--- config.mk ---
export PLATFORM = sky130hd
export DESIGN_NAME = rmsd_ctrl
export DESIGN_NICKNAME = d
export VERILOG_FILES = /design/src/rtl/rmsd_pkg.sv /design/src/rtl/rmsd_ctrl.sv
export SDC_FILE = /design/constraint.sdc
export NUM_CORES = 1
export LEC_CHECK = 0
export BUFFER_PORTS_ARGS = -buffer_cell sky130_fd_sc_hd__clkbuf_2
export CAP_MARGIN = 20
export CORE_UTILIZATION = 51
export DETAILED_ROUTE_END_ITERATION = 7
export PLACE_DENSITY = 0.77
export SLEW_MARGIN = 30
export SYNTH_ARGS = -nofsm -noshare
export SYNTH_HDL_FRONTEND = slang
export SYNTH_SLANG_ARGS = --single-unit
--- constraint.sdc ---
create_clock -name clk -period 2.04 [get_ports clk]
set_clock_uncertainty 0.15 [all_clocks]
set_input_delay 0.102 -clock clk [delete_from_list [all_inputs] [get_ports clk]]
set_output_delay 0.102 -clock clk [all_outputs]
set_load 0.02 [all_outputs]
--- src/rtl/rmsd_pkg.sv ---
// shared constants, types and state encoding for the rmsd accumulator
// no dependencies; compiled first
package rmsd_pkg;

  localparam int MAX_PAIRS  = 65536;
  localparam int COORD_W    = 25;
  localparam int DIFF_W     = COORD_W + 1;
  localparam int SQ_W       = 2 * DIFF_W;
  localparam int D2_W       = SQ_W + 2;
  localparam int SUM_W      = 64;
  localparam int CNT_W      = $clog2(MAX_PAIRS + 1);
  localparam int RMSD_W     = 32;
  localparam int PCNT_W     = 17;
  localparam int DIV_STEPS  = SUM_W;
  localparam int ROOT_STEPS = SUM_W / 2;
  localparam int STEP_W     = $clog2(DIV_STEPS);
  localparam int SREM_W     = RMSD_W + 1;

  typedef enum logic [3:0] {
    ST_IDLE,
    ST_SQUARE,
    ST_ADD,
    ST_ACC,
    ST_DIV_PREP,
    ST_DIV,
    ST_ROOT_PREP,
    ST_ROOT,
    ST_EMIT
  } state_t;

  typedef struct packed {
    logic load_in;
    logic square;
    logic add;
    logic accumulate;
    logic div_init;
    logic div_step;
    logic root_init;
    logic root_step;
    logic emit;
  } dp_cmd_t;

endpackage

--- src/rtl/rmsd_ctrl.sv ---
// controller: sequences accumulate, divide and square root steps
// depends on rmsd_pkg
module rmsd_ctrl (
  input  logic              clk,
  input  logic              rst_n,
  input  logic              in_valid,
  output logic              in_ready,
  output logic              out_valid,
  input  logic              out_ready,
  input  logic              last_flag,
  output rmsd_pkg::dp_cmd_t cmd
);
  import rmsd_pkg::*;

  state_t            state_r, state_nxt;
  logic [STEP_W-1:0] step_r, step_nxt;
  logic              out_valid_r, out_valid_nxt;
  logic              out_free;

  assign out_free  = !out_valid_r || out_ready;
  assign out_valid = out_valid_r;

  always_comb begin
    state_nxt = state_r;
    step_nxt  = step_r;
    case (state_r)
      ST_IDLE: begin
        if (in_valid) state_nxt = ST_SQUARE;
      end
      ST_SQUARE:   state_nxt = ST_ADD;
      ST_ADD:      state_nxt = ST_ACC;
      ST_ACC:      state_nxt = last_flag ? ST_DIV_PREP : ST_IDLE;
      ST_DIV_PREP: begin
        state_nxt = ST_DIV;
        step_nxt  = STEP_W'(DIV_STEPS - 1);
      end
      ST_DIV: begin
        step_nxt = step_r - 1'b1;
        if (step_r == '0) state_nxt = ST_ROOT_PREP;
      end
      ST_ROOT_PREP: begin
        state_nxt = ST_ROOT;
        step_nxt  = STEP_W'(ROOT_STEPS - 1);
      end
      ST_ROOT: begin
        step_nxt = step_r - 1'b1;
        if (step_r == '0) state_nxt = ST_EMIT;
      end
      ST_EMIT: begin
        if (out_free) state_nxt = ST_IDLE;
      end
      default: state_nxt = ST_IDLE;
    endcase
  end

  always_comb begin
    cmd           = '0;
    in_ready      = 1'b0;
    out_valid_nxt = out_valid_r && !out_ready;
    case (state_r)
      ST_IDLE: begin
        in_ready    = 1'b1;
        cmd.load_in = in_valid;
      end
      ST_SQUARE:    cmd.square     = 1'b1;
      ST_ADD:       cmd.add        = 1'b1;
      ST_ACC:       cmd.accumulate = 1'b1;
      ST_DIV_PREP:  cmd.div_init   = 1'b1;
      ST_DIV:       cmd.div_step   = 1'b1;
      ST_ROOT_PREP: cmd.root_init  = 1'b1;
      ST_ROOT:      cmd.root_step  = 1'b1;
      ST_EMIT: begin
        if (out_free) begin
          cmd.emit      = 1'b1;
          out_valid_nxt = 1'b1;
        end
      end
      default: ;
    endcase
  end

  always_ff @(posedge clk) begin
    if (!rst_n) begin
      state_r     <= ST_IDLE;
      step_r      <= '0;
      out_valid_r <= 1'b0;
    end else begin
      state_r     <= state_nxt;
      step_r      <= step_nxt;
      out_valid_r <= out_valid_nxt;
    end
  end

endmodule

==> results.cfg <==
[power]
leakage_uw = 0.000340
finalPower_uw = 589
ir_worst_vdd_v = 0.000553
p_per_area_nw_per_um2 = 690

[final_layout]
nFillCells = 126
syn_to_final_growth_pct = 15.0
drive_gt1_share_pct = 26.5
antenna_cells = 0
post-route-util_pct = 64.0
multi_input_area_um2 = 464
seqCellArea_um2 = 220
fin_nets = 110

[synthesis]
synth_warnings = 0
syn_nets = 94
synth-seq-cells = 11
synth_compound_area_share_pct = 25.3
synth_edf_count = 0
yosysUniqueCellTypes = 38
synthFlopType = dfxtp_1
synth_top_family_by_area = simple AND/OR/NAND/NOR gates
avgSynthCellArea_um2 = 8.53
synth_xor_area_share_pct = 0
synthArstFlopShare_pct = 0
synth_fa_ha_area_share_pct = 3.37
netlist_area_um2 = 742
synth.top_cells.by_area = dfxtp_1 (30%), nor2_1 (4.6%), a2111oi_2 (4.0%)
synth_cells = 87
yosysSeqAreaShare_pct = 29.7
synth_simple_gate_area_share_pct = 32.5
synthMuxAreaShare_pct = 1.35
synth.top_cell.area_share_pct = 29.7
synth_largest_area_cell = dfxtp_1

[clock_network]
cts_setup_buffers = 0
numClockSinks = 11
cts_max_level = 1
cts_root_buf = clkbuf_4
cts_tree = done
clk_path_buf_depth = 2
clock_latency_ps = 270
cts_buffers = 3
cts.clk_slew.worst_paths_ps = 70

[routing]
wl_mm = 1.60
drt_iter0_drc = 12
wl_per_cell_um = 13.6
avgViaCountPerCell = 6.05
dr.pass1.iters = 4
ant_nets = 0
drc = 0
vias = 708

[worst_setup_path]
cp_cell_sequence = nor4_1 > and2_1 > clkbuf_2
required_ps = 1790
crit_path_max_incr_delay_ps = 520
cpMaxStageDelayCell = nor4_1
cp-start-kind = flip-flop
endpoint_kind = primary output
critical_path_class = reg -> out
cp_top_family = simple AND/OR/NAND/NOR gates
crit_arrival_ps = 1650
path_buf_inv = 1
crit_fanout = 19

[sta]
finalCritPeriodShare_pct = 93.0
worst_pin_slew_ps = 598
fin_ws_ps = 142
period_minus_slack_ps = 1900
tns_ps = 0
max_freq_mhz = 527
setup_viol = 0
report.final.slew_viol_count = 0
slew_headroom_pct = 60.1
rsz0062_at_grt = false
hold_viol_final = 0

[global_routing]
grt_max_degree = 20
antenna_found_initial = 0
grt.total_usage_pct = 23.6
grt_pass1_vias = 583
grt-ovfl-total = 0
grt_pass1_wl_mm = 2.46

[die]
num_io_pins = 16
start_util_pct = 55.6
die_h_um = 40.1
die_area_um2 = 1610
coreArea_um2 = 1330
std_cell_rows = 13
die_w_um = 40.1

[min_path]
hp-class = in -> reg

[placed_design]
preCtsSetupSlack_ps = 384
hpwl_mm = 1.15
place_congestion = 0.826
port_buffers = 15

[outcome]
outcome = finished clean

[flow_run]
maxCapViolCount = 0
-- worst register-to-register path, delay by kind of cell, from the launching register on --
kind	cells	cell delay (ps)
compound gates	2	330
fa+ha+maj	1	220
buf+inv	1	140
flops	1	340
simple gates	1	460
-- routing by layer --
metal	GRT usage [%]	wire length [µm]
met5	0	0
met4	15.5	17
met2	36.3	768
met3	7.22	60
met1	27.9	750
-- layout by cell type, fill, tap and decap left out, types with 4 or more instances in the layout --
master	instances
nand3b_1	4
dfxtp_1	11
inv_1	5
clkbuf_2	15
nor2_1	9
nor3_1	4
-- flip-flops by register name, summed over array words and instances (netlist names) --
name / cells
out_valid: 1
state_r: 4
step_r: 6
-- Yosys cell counts, types with 2 or more instances --
cell,count
nand3b_1,4
nor2b_1,2
nor3_1,4
a311oi_1,3
nand2_1,3
a41oi_1,2
nor2_1,9
buf_2,4
a2111oi_2,2
or2_2,2
nor4_1,3
a21oi_1,3
buf_4,2
a211oi_1,3
dfxtp_1,11
ha_1,2
or3_1,2
inv_1,5
nand2b_1,2
-- logic make-up (layout without fill, tap and decap cells) --
logic type               Yosys count  count (layout)
buffers and inverters             12              27
multiplexers                       1               1
flip-flops                        11              11
AND/OR/NAND/NOR                   38              38
AO/OA/AOI/OAI                     23              23
adder cells (fa/ha/maj)            2               2
-- report_power, final --
group          switching, µW  internal (µW)  total [µW]
clock                   75.5           75.9         151
combinational           90.7           72.5         163
sequential              45.4            229         275
-- metrics by stage --
step | cell area [µm²] | instances | hold WS (ps)
after floorplan | 742 | 87 | 96.6
after global placement | 797 | 110 | 217
after detailed placement | 797 | 110 | 231
after CTS | 853 | 117 | 195
after global routing | 853 | 117 | 220
final | 853 | 117 | 201
-- what timing repair did --
item | in CTS | in global routing
resized for setup | 0 | 0
hold buffers | 3 | 0
endpoints found under the hold margin | 4 | 0
-- layout make-up --
class / instances / area share (%)
multi-input combinational: 64 / 54.4
sequential: 11 / 25.8
timing repair buffer: 18 / 12.3
clock buffer: 4 / 3.08
inverter: 5 / 2.20
tap: 15 / 2.20
-- path summary, 6_finish.rpt --
| check | start | end | slack [ps] | cells past startpoint |
|---|---|---|---|---|
| worst min register to register | step_r[1]$_SDFFE_PN0P_ | step_r[1]$_SDFFE_PN0P_ | 400 | 2 |
| worst min-delay path | last_flag | state_r[2]$_SDFFE_PN0P_ | 200 | 4 |
| worst max register to register | step_r[0]$_SDFFE_PN0P_ | step_r[4]$_SDFFE_PN0P_ | 360 | 5 |
| worst max-delay path | state_r[0]$_SDFFE_PN0P_ | cmd[8] | 140 | 3 |
Power figures use the tool's default switching activity.
